===== src/rtl/nrmc_pkg.sv =====
`timescale 1ns / 1ps
`default_nettype none

package nrmc_pkg;

  localparam logic [3:0] TIME_COMMA  = 4'd1;
  localparam logic [3:0] DATE_COMMA  = 4'd9;
  localparam logic [3:0] COMMA_MAX   = 4'd15;
  localparam logic [2:0] GROUP_LEN   = 3'd6;
  localparam logic [2:0] POS_PAIR_A  = 3'd1;
  localparam logic [2:0] POS_PAIR_B  = 3'd3;
  localparam logic [4:0] ZONE_RESET  = 5'd8;
  localparam logic [7:0] YEAR_BIAS   = 8'd100;
  localparam logic [7:0] CHAR_COMMA  = 8'h2C;
  localparam logic [7:0] CHAR_ZERO   = 8'h30;
  localparam logic [7:0] CHAR_NINE   = 8'h39;
  localparam logic [7:0] HOURS_DAY   = 8'd24;

  typedef struct packed {
    logic [7:0] char_in;
    logic       line_end;
  } in_word_t;

  typedef struct packed {
    logic              parse_ok;
    logic [4:0]        hour_out;
    logic [6:0]        minute_out;
    logic [6:0]        second_out;
    logic [6:0]        day_out;
    logic signed [7:0] month_out;
    logic [7:0]        year_out;
  } out_word_t;

  // tens * 10 + units, both decimal digits
  function automatic logic [6:0] pair_value(input logic [3:0] tens, input logic [3:0] units);
    logic [6:0] t;
    begin
      t = {3'b000, tens};
      pair_value = (t << 3) + (t << 1) + {3'b000, units};
    end
  endfunction

  // reduce a value below 192 modulo 24 by three conditional subtracts
  function automatic logic [4:0] mod_hours(input logic [7:0] x);
    logic [7:0] v;
    begin
      v = x;
      if (v >= (HOURS_DAY << 2)) v = v - (HOURS_DAY << 2);
      if (v >= (HOURS_DAY << 1)) v = v - (HOURS_DAY << 1);
      if (v >= HOURS_DAY) v = v - HOURS_DAY;
      mod_hours = v[4:0];
    end
  endfunction

endpackage

`default_nettype wire


===== src/rtl/nmea_rmc_time_date_parser.sv =====
`timescale 1ns / 1ps
`default_nettype none

// RMC time/date field parser. Takes one sentence byte per cycle; the byte
// flagged line_end closes the line and produces one result word carrying
// parse_ok (date group stored, no non-digit in a group) and all stored
// time/date values, registered and shown in the cycle after that byte is
// taken. Each byte is handled in its accept cycle by small digit/comma
// logic feeding the state registers, so the sustained rate is one byte per
// clock. in_stall is raised only while the result register holds a stalled
// word. The zone offset (reset 8) is added to the hour and reduced modulo 24.
module nmea_rmc_time_date_parser
  import nrmc_pkg::*;
(
  input  wire logic      clk,
  input  wire logic      rst_n,
  input  wire logic      in_valid,
  output logic           in_stall,
  input  wire in_word_t  in_word,
  output logic           out_valid,
  input  wire logic      out_stall,
  output out_word_t      out_word,
  input  wire logic      cfg_valid,
  output logic           cfg_ready,
  input  wire logic [4:0] cfg_data
);

  logic [4:0] zone_r;
  logic [3:0] comma_count_r, comma_count_nxt;
  logic [2:0] digit_pos_r, digit_pos_nxt;
  logic [3:0] tens_r, tens_nxt;
  logic       line_failed_r, line_failed_nxt;
  logic       date_done_r, date_done_nxt;
  logic [6:0] stage_a_r, stage_a_nxt;
  logic [6:0] stage_b_r, stage_b_nxt;
  logic [4:0] hour_r, hour_nxt;
  logic [6:0] minute_r, minute_nxt;
  logic [6:0] second_r, second_nxt;
  logic [6:0] day_r, day_nxt;
  logic [7:0] month_r, month_nxt;
  logic [7:0] year_r, year_nxt;
  logic       out_valid_r, out_valid_nxt;
  out_word_t  out_word_r, out_word_nxt;

  logic       in_acc;
  logic       in_group;
  logic       is_digit;
  logic [3:0] digit;
  logic [6:0] pair;

  assign in_stall  = out_valid_r && out_stall;
  assign in_acc    = in_valid && !in_stall;
  assign cfg_ready = 1'b1;
  assign out_valid = out_valid_r;
  assign out_word  = out_word_r;

  assign in_group = ((comma_count_r == TIME_COMMA) || (comma_count_r == DATE_COMMA))
                    && (digit_pos_r < GROUP_LEN);
  assign is_digit = (in_word.char_in >= CHAR_ZERO) && (in_word.char_in <= CHAR_NINE);
  assign digit    = in_word.char_in[3:0];
  assign pair     = pair_value(tens_r, digit);

  always_comb begin
    comma_count_nxt = comma_count_r;
    digit_pos_nxt   = digit_pos_r;
    tens_nxt        = tens_r;
    line_failed_nxt = line_failed_r;
    date_done_nxt   = date_done_r;
    stage_a_nxt     = stage_a_r;
    stage_b_nxt     = stage_b_r;
    hour_nxt        = hour_r;
    minute_nxt      = minute_r;
    second_nxt      = second_r;
    day_nxt         = day_r;
    month_nxt       = month_r;
    year_nxt        = year_r;
    out_valid_nxt   = out_valid_r && out_stall;
    out_word_nxt    = out_word_r;

    if (in_acc) begin
      if (!line_failed_r) begin
        if (in_group) begin
          if (is_digit) begin
            if (!digit_pos_r[0]) begin
              tens_nxt = digit;
            end else begin
              case (digit_pos_r)
                POS_PAIR_A: stage_a_nxt = pair;
                POS_PAIR_B: stage_b_nxt = pair;
                default: begin
                  if (comma_count_r == TIME_COMMA) begin
                    hour_nxt   = mod_hours({1'b0, stage_a_r} + {3'b000, zone_r});
                    minute_nxt = stage_b_r;
                    second_nxt = pair;
                  end else begin
                    day_nxt       = stage_a_r;
                    month_nxt     = {1'b0, stage_b_r} - 8'd1;
                    year_nxt      = {1'b0, pair} + YEAR_BIAS;
                    date_done_nxt = 1'b1;
                  end
                end
              endcase
            end
            digit_pos_nxt = digit_pos_r + 3'd1;
          end else begin
            line_failed_nxt = 1'b1;
          end
        end else if (in_word.char_in == CHAR_COMMA) begin
          if (comma_count_r != COMMA_MAX) comma_count_nxt = comma_count_r + 4'd1;
          digit_pos_nxt = '0;
        end
      end

      if (in_word.line_end) begin
        out_valid_nxt           = 1'b1;
        out_word_nxt.parse_ok   = date_done_nxt && !line_failed_nxt;
        out_word_nxt.hour_out   = hour_nxt;
        out_word_nxt.minute_out = minute_nxt;
        out_word_nxt.second_out = second_nxt;
        out_word_nxt.day_out    = day_nxt;
        out_word_nxt.month_out  = month_nxt;
        out_word_nxt.year_out   = year_nxt;
        // per-line state starts over; stored values stay
        comma_count_nxt = '0;
        digit_pos_nxt   = '0;
        tens_nxt        = '0;
        line_failed_nxt = 1'b0;
        date_done_nxt   = 1'b0;
        stage_a_nxt     = '0;
        stage_b_nxt     = '0;
      end
    end
  end

  always_ff @(posedge clk) begin
    if (!rst_n) begin
      zone_r        <= ZONE_RESET;
      comma_count_r <= '0;
      digit_pos_r   <= '0;
      tens_r        <= '0;
      line_failed_r <= 1'b0;
      date_done_r   <= 1'b0;
      stage_a_r     <= '0;
      stage_b_r     <= '0;
      hour_r        <= '0;
      minute_r      <= '0;
      second_r      <= '0;
      day_r         <= '0;
      month_r       <= '0;
      year_r        <= '0;
      out_valid_r   <= 1'b0;
    end else begin
      if (cfg_valid && cfg_ready) zone_r <= cfg_data;
      comma_count_r <= comma_count_nxt;
      digit_pos_r   <= digit_pos_nxt;
      tens_r        <= tens_nxt;
      line_failed_r <= line_failed_nxt;
      date_done_r   <= date_done_nxt;
      stage_a_r     <= stage_a_nxt;
      stage_b_r     <= stage_b_nxt;
      hour_r        <= hour_nxt;
      minute_r      <= minute_nxt;
      second_r      <= second_nxt;
      day_r         <= day_nxt;
      month_r       <= month_nxt;
      year_r        <= year_nxt;
      out_valid_r   <= out_valid_nxt;
    end
  end

  always_ff @(posedge clk) begin
    out_word_r <= out_word_nxt;
  end

  a_hour_range: assert property (@(posedge clk) disable iff (!rst_n)
    hour_r < HOURS_DAY[4:0])
    else $error("stored hour out of range");

  a_digit_pos_range: assert property (@(posedge clk) disable iff (!rst_n)
    digit_pos_r <= GROUP_LEN)
    else $error("digit position past group length");

  a_line_end_result: assert property (@(posedge clk) disable iff (!rst_n)
    in_acc && in_word.line_end |=> out_valid_r)
    else $error("line end word produced no result");

  a_line_cleared: assert property (@(posedge clk) disable iff (!rst_n)
    in_acc && in_word.line_end |=>
      (comma_count_r == '0) && (digit_pos_r == '0) && !line_failed_r && !date_done_r)
    else $error("per-line state not cleared after line end");

  a_ok_needs_date: assert property (@(posedge clk) disable iff (!rst_n)
    in_acc && in_word.line_end && !date_done_r && !(in_group && is_digit)
      |=> !out_word_r.parse_ok)
    else $error("parse_ok without a stored date");

endmodule

`default_nettype wire

===== config.mk =====
export PLATFORM = sky130hd
export DESIGN_NAME = nmea_rmc_time_date_parser
export DESIGN_NICKNAME = d
export VERILOG_FILES = /design/src/rtl/nrmc_pkg.sv /design/src/rtl/nmea_rmc_time_date_parser.sv
export SDC_FILE = /design/constraint.sdc
export NUM_CORES = 1
export LEC_CHECK = 0
export ABC_AREA = 1
export BUFFER_PORTS_ARGS = -buffer_cell sky130_fd_sc_hd__buf_2
export CORE_ASPECT_RATIO = 0.75
export CORE_MARGIN = 5
export CORE_UTILIZATION = 60
export CTS_CLUSTER_DIAMETER = 200
export DETAILED_ROUTE_END_ITERATION = 16
export PLACE_DENSITY_LB_ADDON = 0.3
export SLEW_MARGIN = 20
export SYNTH_ARGS = -nofsm -noshare
export SYNTH_HDL_FRONTEND = slang
export SYNTH_SLANG_ARGS = --single-unit

===== constraint.sdc =====
create_clock -name clk -period 10.66 [get_ports clk]
set_input_delay 0 -clock clk [delete_from_list [all_inputs] [get_ports clk]]
set_output_delay 0 -clock clk [all_outputs]
set_load 0.005 [all_outputs]

==> results of run 1 <==
[routing by layer]
metal	vias to the layer above	routed length, um	global-route usage
li1	2398	-	-
met1	2271	5740	0.297
met2	148	6580	0.420
met3	24	769	0.0558
met4	0	243	0.0857
met5	-	0	0
[cell families after synthesis]
| group | Yosys count | synth area share |
|---|---|---|
| AOI/OAI and AO/OA | 173 | 0.175 |
| xor gates and xnor gates | 13 | 0.0234 |
| adders and majority gates | 23 | 0.0532 |
| DFF | 118 | 0.479 |
| and+or+nand+nor | 217 | 0.170 |
| buffers and inverters | 143 | 0.0999 |
| other | 1 | 0.000643 |
[registers in the layout, indices dropped and copies added, names as in the netlist, 3 cells and up]
signal         cells
out_word          43
month_r            8
year_r             8
day_r              7
minute_r           7
second_r           7
stage_a_r          7
stage_b_r          7
hour_r             5
zone_r             5
comma_count_r      4
tens_r             4
digit_pos_r        3
[cell usage after synthesis (2+ instances only)]
master / count / area share
sky130_fd_sc_hd__xor2_1: 5 / 0.0075
sky130_fd_sc_hd__xnor2_1: 5 / 0.0075
sky130_fd_sc_hd__a21oi_1: 63 / 0.054
sky130_fd_sc_hd__nor2_2: 5 / 0.0054
sky130_fd_sc_hd__or2_2: 3 / 0.0032
sky130_fd_sc_hd__o21ai_0: 56 / 0.048
sky130_fd_sc_hd__nand2_1: 106 / 0.068
sky130_fd_sc_hd__xnor2_2: 2 / 0.0056
sky130_fd_sc_hd__dfxtp_1: 75 / 0.26
sky130_fd_sc_hd__a21oi_2: 5 / 0.0075
sky130_fd_sc_hd__fa_1: 3 / 0.010
sky130_fd_sc_hd__clkbuf_1: 17 / 0.011
sky130_fd_sc_hd__nand4_1: 4 / 0.0043
sky130_fd_sc_hd__nand3_1: 15 / 0.013
sky130_fd_sc_hd__nor2_1: 57 / 0.037
sky130_fd_sc_hd__buf_4: 3 / 0.0039
sky130_fd_sc_hd__nor2_4: 2 / 0.0039
sky130_fd_sc_hd__o21ai_2: 23 / 0.035
sky130_fd_sc_hd__edfxtp_1: 43 / 0.22
sky130_fd_sc_hd__o21ai_1: 18 / 0.015
sky130_fd_sc_hd__nand2_2: 8 / 0.0086
sky130_fd_sc_hd__nor3_1: 4 / 0.0034
sky130_fd_sc_hd__inv_1: 112 / 0.072
sky130_fd_sc_hd__buf_6: 4 / 0.0077
sky130_fd_sc_hd__ha_1: 20 / 0.043
sky130_fd_sc_hd__nand3_2: 4 / 0.0069
sky130_fd_sc_hd__inv_2: 4 / 0.0026
sky130_fd_sc_hd__a211oi_1: 2 / 0.0026
[power by group through the flow]
stage	combinational (W)	clock (W)	sequential (W)
2_1_floorplan	0.0000715	0	0.000512
3_3_place_gp	0.0000993	0	0.000511
3_5_place_dp	0.000103	0	0.000512
4_1_cts	0.000111	0.000595	0.000503
5_1_grt	0.000125	0.000618	0.000505
6_report	0.000112	0.000593	0.000503
[placed cells by master (no fill, tap or decap), types with 2 or more instances in the layout]
cell	n
sky130_fd_sc_hd__a211oi_1	2
sky130_fd_sc_hd__a21oi_1	63
sky130_fd_sc_hd__a21oi_2	5
sky130_fd_sc_hd__buf_2	63
sky130_fd_sc_hd__buf_4	3
sky130_fd_sc_hd__bufinv_16	4
sky130_fd_sc_hd__clkbuf_1	3
sky130_fd_sc_hd__clkbuf_16	17
sky130_fd_sc_hd__clkbuf_8	2
sky130_fd_sc_hd__clkinv_1	2
sky130_fd_sc_hd__clkinv_2	4
sky130_fd_sc_hd__dfxtp_1	75
sky130_fd_sc_hd__dlygate4sd3_1	19
sky130_fd_sc_hd__edfxtp_1	43
sky130_fd_sc_hd__fa_1	3
sky130_fd_sc_hd__ha_1	20
sky130_fd_sc_hd__inv_1	112
sky130_fd_sc_hd__inv_2	4
sky130_fd_sc_hd__nand2_1	105
sky130_fd_sc_hd__nand2_2	9
sky130_fd_sc_hd__nand3_1	15
sky130_fd_sc_hd__nand3_2	4
sky130_fd_sc_hd__nand4_1	4
sky130_fd_sc_hd__nor2_1	56
sky130_fd_sc_hd__nor2_2	5
sky130_fd_sc_hd__nor2_4	3
sky130_fd_sc_hd__nor3_1	4
sky130_fd_sc_hd__o21ai_0	56
sky130_fd_sc_hd__o21ai_1	18
sky130_fd_sc_hd__o21ai_2	23
sky130_fd_sc_hd__or2_2	3
sky130_fd_sc_hd__xnor2_1	5
sky130_fd_sc_hd__xnor2_2	2
sky130_fd_sc_hd__xor2_1	5
[stage by stage]
stage | hold WS (ps) | cell area, um^2 | utilization | worst slack (ps)
global placement | 214 | 6200 | 0.648 | 7970
detailed placement | 224 | 6200 | 0.648 | 7860
finish | 49.8 | 7010 | 0.732 | 7740
global route | 96.1 | 7010 | 0.732 | 7600
CTS | 36.4 | 7010 | 0.732 | 7760
floorplan | 101 | 5830 | - | 7120
[how the worst max path moves through the flow]
stage                                       from  slack (ps)                          end
after floorplan             out_valid$_SDFF_PN0_        7120  digit_pos_r[0]$_SDFFE_PN0P_
after global placement    tens_r[0]$_SDFFE_PN0P_        7970        out_word[5]$_DFFE_PP_
after detailed placement  tens_r[0]$_SDFFE_PN0P_        7860        out_word[5]$_DFFE_PP_
after CTS                 tens_r[0]$_SDFFE_PN0P_        7760        out_word[5]$_DFFE_PP_
after global routing      tens_r[0]$_SDFFE_PN0P_        7600        out_word[5]$_DFFE_PP_
final                     tens_r[0]$_SDFFE_PN0P_        7740        out_word[5]$_DFFE_PP_
[worst min-delay path, delay by kind of cell]
kind	cells	cell delay, ps
AOI/OAI and AO/OA	1	130
buffers and inverters	2	280
[final cells by class]
type                            count  area share
Timing Repair Buffer               85      0.0753
Tap cell                          132      0.0236
Clock buffer                       22      0.0662
Clock inverter                     10      0.0216
Sequential cell                   118       0.398
Multi-Input combinational cell    427       0.352
Inverter                          117      0.0627
[what timing repair did]
item                                   4_1_cts  5_1_grt
hold buffers                                19        0
endpoints found under the hold margin       11        0
setup endpoints to repair                    0        0
==> run summary, run 1 <==
================================================================================
Master cell of the clock root buffer                                sky130_fd_sc_hd__clkbuf_16
Final Critical Period                                                    2920 ps
Worst endpoint required time                                           10,810 ps
Share of synthesized area occupied by flip-flops and latches               0.479
Crit. path cell count                                                          9
Vias                                                                       4,841
Wirelength per Cell                                                      14.6 um
Area of the die                                                      11,800 um^2
Normalized max-slew margin                                                 0.409
# placed instances                                                           860
Total of flip-flops plus latches after synthesis                             118
DRC errors left                                                                0
Worst min-delay path startpoint                                            rst_n
CP Max Fanout                                                                  4
Layout Cells excl Fill                                                       911
Synthesized instance count                                                   688
Chip Height                                                              95.4 um
Worst-case register-to-register setup slack                              7740 ps
Most Frequent Cell on Critical Path                                 sky130_fd_sc_hd__inv_1
Arrival time of data at the critical path endpoint                       3080 ps
Global-route wire length before repair                                 22,200 um
Min-Delay Endpoint                                                  out_valid$_SDFF_PN0_
Type of origin of the critical path                                     register
Clk network pwr share                                                      0.491
Cell depth of the worst flop-to-flop path                                      9
Total setup buffers inserted after CTS                                         0
Result of the run                                                      completed
Total grt overflow                                                             0
P&R area growth vs syn                                                     20.1%
Clock tree from TritonCTS                                                  built
Number of buffers inserted by port buffering                                  63
RSZ-0062 raised after global routing                                       false
Kind of end point of the critical path                                  register
Slew at the pin closest to its max-slew limit                             885 ps
Peak supply drop                                                      0.000124 V
Power density over cell area                                         172 nW/um^2
Top-Level Pins                                                                65
Number of cells on the worst hold path                                         3
Number of enable flip-flop cells after synthesis                              43
Number of different library cells in the post-synthesis netlist               48
FFs w/ async S/R, synth                                                        0
Sequence of cells on the critical path                              fa_1 > inv_1 > fa_1 > xnor2_1 > inv_1 > nor3_1 > xor2_1 > o21ai_0 > inv_1
Combined global-route utilization of all metal layers                      0.242
Combinational power share                                                  0.093
Share of the clock period used by the worst path after layout              0.274
Multi-input gate area in the final layout                              2470 um^2
Average cell area after synthesis                                      8.48 um^2
Final setup violating endpoints                                                0
Register area                                                          2790 um^2
Clk slew on worst S/H paths                                                50 ps
FILL cells                                                                   696
Die outline width                                                         124 um
Reg-to-reg critical path endpoint                                   out_word[5]$_DFFE_PP_
Fmax                                                                     342 MHz
Vias in the first global route                                             4,774
Worst r2r src                                                       tens_r[0]$_SDFFE_PN0P_
Switch Pwr                                                            0.000271 W
Proportion of layout cells with a drive suffix above 1                     0.207
Number of max-slew violations in the final report                              0
Clk_lat worst skew                                                        410 ps
Cell leakage power                                                       3.17 nW
Starting density of the core                                               0.609
Number of hold violations in the final report                                  0
Sum Neg Setup Slack                                                         0 ps
Inserted Clock Buffers                                                        17
Max-cap violation count                                                        0
Number of rows in the core area                                               31
Sequential fraction of design power                                        0.417
Residual antenna-violating net count after detailed routing                    0
Hpwl dp                                                                  8740 um
Delay contributed by the slowest stage of the critical path               550 ps
Ant diodes                                                                     0
H-tree depth                                                                   4
Detailed Route Iter0 Violations                                              453
Critical path's slowest cell                                        sky130_fd_sc_hd__fa_1
Internal Power                                                        0.000937 W
Synth warn                                                                     0
Overall power after layout                                             0.00121 W
Kind of path behind the tightest hold check                         primary input to register
TritonCTS sink count                                                         118
Switching part of the total                                                0.225
Post-synth net total                                                         730
Startpoint-to-endpoint class of the critical path                   register to register
Standard cell core area                                                9580 um^2
Number of antenna violations at the first check in global routing              0
Final estimated routing congestion in global placement                     0.862
Number of vias per cell after detailed routing                              5.31
Delay-heaviest family, CP                                            adder cells
Netlist area before placement                                          5830 um^2
Top flip-flop cell by instance count after synthesis                sky130_fd_sc_hd__dfxtp_1
Number of gates resized after cts                                              0
CP Buf/Inv Count                                                               3
Net count of the finished layout                                             808
Largest net degree at the start of global routing                             70
Max Buffers Root-to-Sink                                                       2
Maximum clock skew at final layout                                       7.20 ps
Sum of routed wire length over all layers                              13,300 um
DR pass1 iterations                                                            6
================================================================================
Power figures use the tool's default switching activity.
==> run 2: changes to the inputs <==
ABC_AREA = 0   (was 1)
CORE_UTILIZATION = 53   (was 60)
clock period = 2.4 ns   (was 10.66 ns; I/O delays follow)
==> run summary, run 2 <==
=================================================================================================================
Result of the run                                                                                    complete, but fails checks
Violated checks                                                                                      negative setup slack
Number of max-slew violations in the final report                                                               0   unchanged
# placed instances                                                                                            813   -5.5%
Share of synthesized area occupied by flip-flops and latches                                                0.492   +0.0133
Average cell area after synthesis                                                                       9.62 um^2   +13%
Number of enable flip-flop cells after synthesis                                                               43   unchanged
Slew at the pin closest to its max-slew limit                                                              621 ps   -263 ps
Net count of the finished layout                                                                              761   -5.8%
Combined global-route utilization of all metal layers                                                       0.237   -0.00530
H-tree depth                                                                                                    4   unchanged
Clock tree from TritonCTS                                                                                   built
Residual antenna-violating net count after detailed routing                                                     0   unchanged
Worst Slack Setup Final                                                                                   -989 ps   -8730 ps
Netlist area before placement                                                                           5680 um^2   -2.7%
Global-route wire length before repair                                                                  24,100 um   +8.9%
Wirelength per Cell                                                                                       17.9 um   +22%
Total of flip-flops plus latches after synthesis                                                              118   unchanged
Standard cell core area                                                                               10,400 um^2   +8.2%
Synth warn                                                                                                      0   unchanged
Leading post-synthesis cells by cell area                                                            sky130_fd_sc_hd__dfxtp_1, sky130_fd_sc_hd__edfxtp_1, sky130_fd_sc_hd__nand2_1, sky130_fd_sc_hd__ha_1, sky130_fd_sc_hd__a21boi_0
Cell taking the most area after synthesis                                                            sky130_fd_sc_hd__dfxtp_1
Share of the synthesized area in the top cell type                                                          0.264   +0.00715
Arrival time of data at the critical path endpoint                                                        3670 ps   +590 ps
Max Buffers Root-to-Sink                                                                                        2   unchanged
Peak supply drop                                                                                       0.000393 V   +220%
Area of the die                                                                                       12,900 um^2   +9.2%
Flip-flop count of the largest register, all copies and words added                                            43   unchanged
Total grt overflow                                                                                              0   unchanged
Master cell of the clock root buffer                                                                 sky130_fd_sc_hd__clkbuf_16
Maximum clock skew at final layout                                                                        8.09 ps   +0.891 ps
Normalized max-slew margin                                                                                  0.583   +0.174
Vias                                                                                                        4,879   +0.78%
Arithmetic-cell share of the synthesized area counting full adders, half adders and majority gates         0.0547   +0.00148
Startpoint-to-endpoint class of the critical path                                                    register to register
Most common library cell in the layout ignoring fill and taps                                        sky130_fd_sc_hd__nand2_1
FILL cells                                                                                                    680   -2.3%
Simple logic cell fraction of the synthesized area                                                          0.195   +0.0250
Top flip-flop cell by instance count after synthesis                                                 sky130_fd_sc_hd__dfxtp_1
Final Critical Period                                                                                     3390 ps   +466 ps
Max-cap violation count                                                                                         0   unchanged
Start point of the critical path                                                                     stage_a_r[0]$_SDFFE_PN0P_
CP Max Fanout                                                                                                   2   -2
P&R area growth vs syn                                                                                      36.6%
Proportion of layout cells with a drive suffix above 1                                                      0.337   +0.131
TritonCTS sink count                                                                                          118   unchanged
Number of buffers inserted by port buffering                                                                   63   unchanged
Clk slew on worst S/H paths                                                                                 60 ps   about the same
Hpwl dp                                                                                                   9210 um   +5.4%
FFs w/ async S/R, synth                                                                                         0   unchanged
Fmax                                                                                                      295 MHz   -14%
Share of the clock period used by the worst path after layout                                                1.41   +1.14
Clk_lat worst skew                                                                                         420 ps   about the same
Post-synth net total                                                                                          632   -13%
Top cells by instance count after synthesis                                                          sky130_fd_sc_hd__nand2_1, sky130_fd_sc_hd__dfxtp_1, sky130_fd_sc_hd__edfxtp_1
Inserted Clock Buffers                                                                                         17   unchanged
Post-synthesis mux area share                                                                              0.0423   +0.0423
Worst min-delay path startpoint                                                                         cfg_valid
Worst r2r src                                                                                        stage_a_r[0]$_SDFFE_PN0P_
Power density over cell area                                                                          632 nW/um^2   +270%
Final setup violating endpoints                                                                                14   +14
Top-Level Pins                                                                                                 65   unchanged
DR pass1 iterations                                                                                             5   -1
RSZ-0062 raised after global routing                                                                         true
Die outline width                                                                                          130 um   +4.6%
Vias in the first global route                                                                              4,929   +3.2%
Layout Cells excl Fill                                                                                        868   -4.7%
Number of antenna violations at the first check in global routing                                               0   unchanged
Largest net degree at the start of global routing                                                              40   -43%
Most used standard cell by instance count after synthesis                                            sky130_fd_sc_hd__nand2_1
Starting density of the core                                                                                0.547   -0.0616
Ant diodes                                                                                                      0   unchanged
Sum of routed wire length over all layers                                                               15,500 um   +16%
DRC errors left                                                                                                 0   unchanged
Detailed Route Iter0 Violations                                                                               499   +10%
Overall power after layout                                                                              0.00490 W   +310%
Kind of end point of the critical path                                                                   register
Main combinational cell family by area after synthesis                                               simple AND/OR/NAND/NOR gates
Final estimated routing congestion in global placement                                                      0.925   +7.3%
Synthesized instance count                                                                                    590   -14%
Number of hold violations in the final report                                                                   0   unchanged
Number of different library cells in the post-synthesis netlist                                                55   +15%
Number of vias per cell after detailed routing                                                               5.62   +5.8%
Most used cells in the layout excluding fill and tap cells                                           sky130_fd_sc_hd__nand2_1, sky130_fd_sc_hd__dfxtp_1, sky130_fd_sc_hd__buf_4, sky130_fd_sc_hd__buf_2, sky130_fd_sc_hd__edfxtp_1
Kind of path behind the tightest hold check                                                          primary input to register
Chip Height                                                                                               99.6 um   +4.4%
Type of origin of the critical path                                                                      register
Post-synthesis compound-gate area fraction                                                                  0.150   -0.0249
XOR/XNOR share of the synthesized area                                                                     0.0293   +0.00594
Cell leakage power                                                                                        3.24 nW   +2.3%
Number of rows in the core area                                                                                32   +3.2%
Sum Neg Setup Slack                                                                                      -4390 ps   -4390 ps
Worst endpoint required time                                                                              2690 ps   -8120 ps
=================================================================================================================
run 2: layer usage:
layer	vias up	routed length [um]	global-route usage
met2	208	7350	0.377
li1	2307	-	-
met5	-	0	0
met4	0	355	0.0871
met3	39	1000	0.0649
met1	2325	6800	0.311
run 2: final cells by class:
| cell class | count | area [um^2] | area share |
|---|---|---|---|
| Clock buffer | 18 | 439 | 0.0566 |
| Multi-Input combinational cell | 419 | 3120 | 0.402 |
| Inverter | 17 | 63.8 | 0.00823 |
| Tap cell | 136 | 170 | 0.0219 |
| Sequential cell | 118 | 2800 | 0.362 |
| Timing Repair Buffer | 146 | 1030 | 0.133 |
| Clock inverter | 14 | 133 | 0.0171 |
run 2: report_power, final:
group	switching (W)	internal [W]
registers	0.0000156	0.00211
logic	0.000178	0.000151
clock network	0.000914	0.00154
run 2: repair_timing:
action / 4_1_cts / 5_1_grt
resized for setup: 46 / 40
setup endpoints to repair: 14 / 44
hold buffers: 9 / 0
endpoints found under the hold margin: 8 / 0
pin swaps: 22 / 24
buffers inserted: 7 / 8
cloned: 0 / 0
run 2: final timing paths:
check / cells after the start / endpoint / slack (ps)
max: 18 / hour_r[3]$_SDFFE_PN0P_ / -990
min: 3 / zone_r[1]$_SDFFE_PN0P_ / 3
max reg2reg: 18 / hour_r[3]$_SDFFE_PN0P_ / -990
min reg2reg: 2 / hour_r[0]$_SDFFE_PN0P_ / 450
run 2: kinds of logic after synthesis:
group,Yosys count
xor gates and xnor gates,19
other,1
and+or+nand+nor,234
buffers and inverters,53
adders and majority gates,23
DFF,118
muxes,22
AOI/OAI and AO/OA,120
run 2: critical path, stage by stage (launching register included):
cell and delay, ps:
sky130_fd_sc_hd__dfxtp_4 360, sky130_fd_sc_hd__ha_4 140, sky130_fd_sc_hd__inv_2 40, sky130_fd_sc_hd__fa_2 340, sky130_fd_sc_hd__nand2b_4 170, sky130_fd_sc_hd__a21oi_4 120, sky130_fd_sc_hd__o31a_1 180, sky130_fd_sc_hd__nor2_2 70
sky130_fd_sc_hd__mux2_4 280, sky130_fd_sc_hd__nand2_4 80, sky130_fd_sc_hd__o41ai_4 80, sky130_fd_sc_hd__ha_4 280, sky130_fd_sc_hd__nand2b_4 140, sky130_fd_sc_hd__nor2_2 40, sky130_fd_sc_hd__a31o_1 220, sky130_fd_sc_hd__or3_1 350
sky130_fd_sc_hd__nand3b_1 130, sky130_fd_sc_hd__buf_4 140, sky130_fd_sc_hd__a31oi_4 80
run 2: metrics by stage:
stage | setup slack (ps) | util | hold slack, ps | instance area, um^2
3_5_place_dp | -892 | 0.632 | 227 | 6550
4_1_cts | -857 | 0.722 | 4.93 | 7490
6_report | -989 | 0.748 | 3.42 | 7750
5_1_grt | -1080 | 0.748 | 9.85 | 7750
2_1_floorplan | -738 | - | 104 | 5730
3_3_place_gp | -764 | 0.632 | 222 | 6550
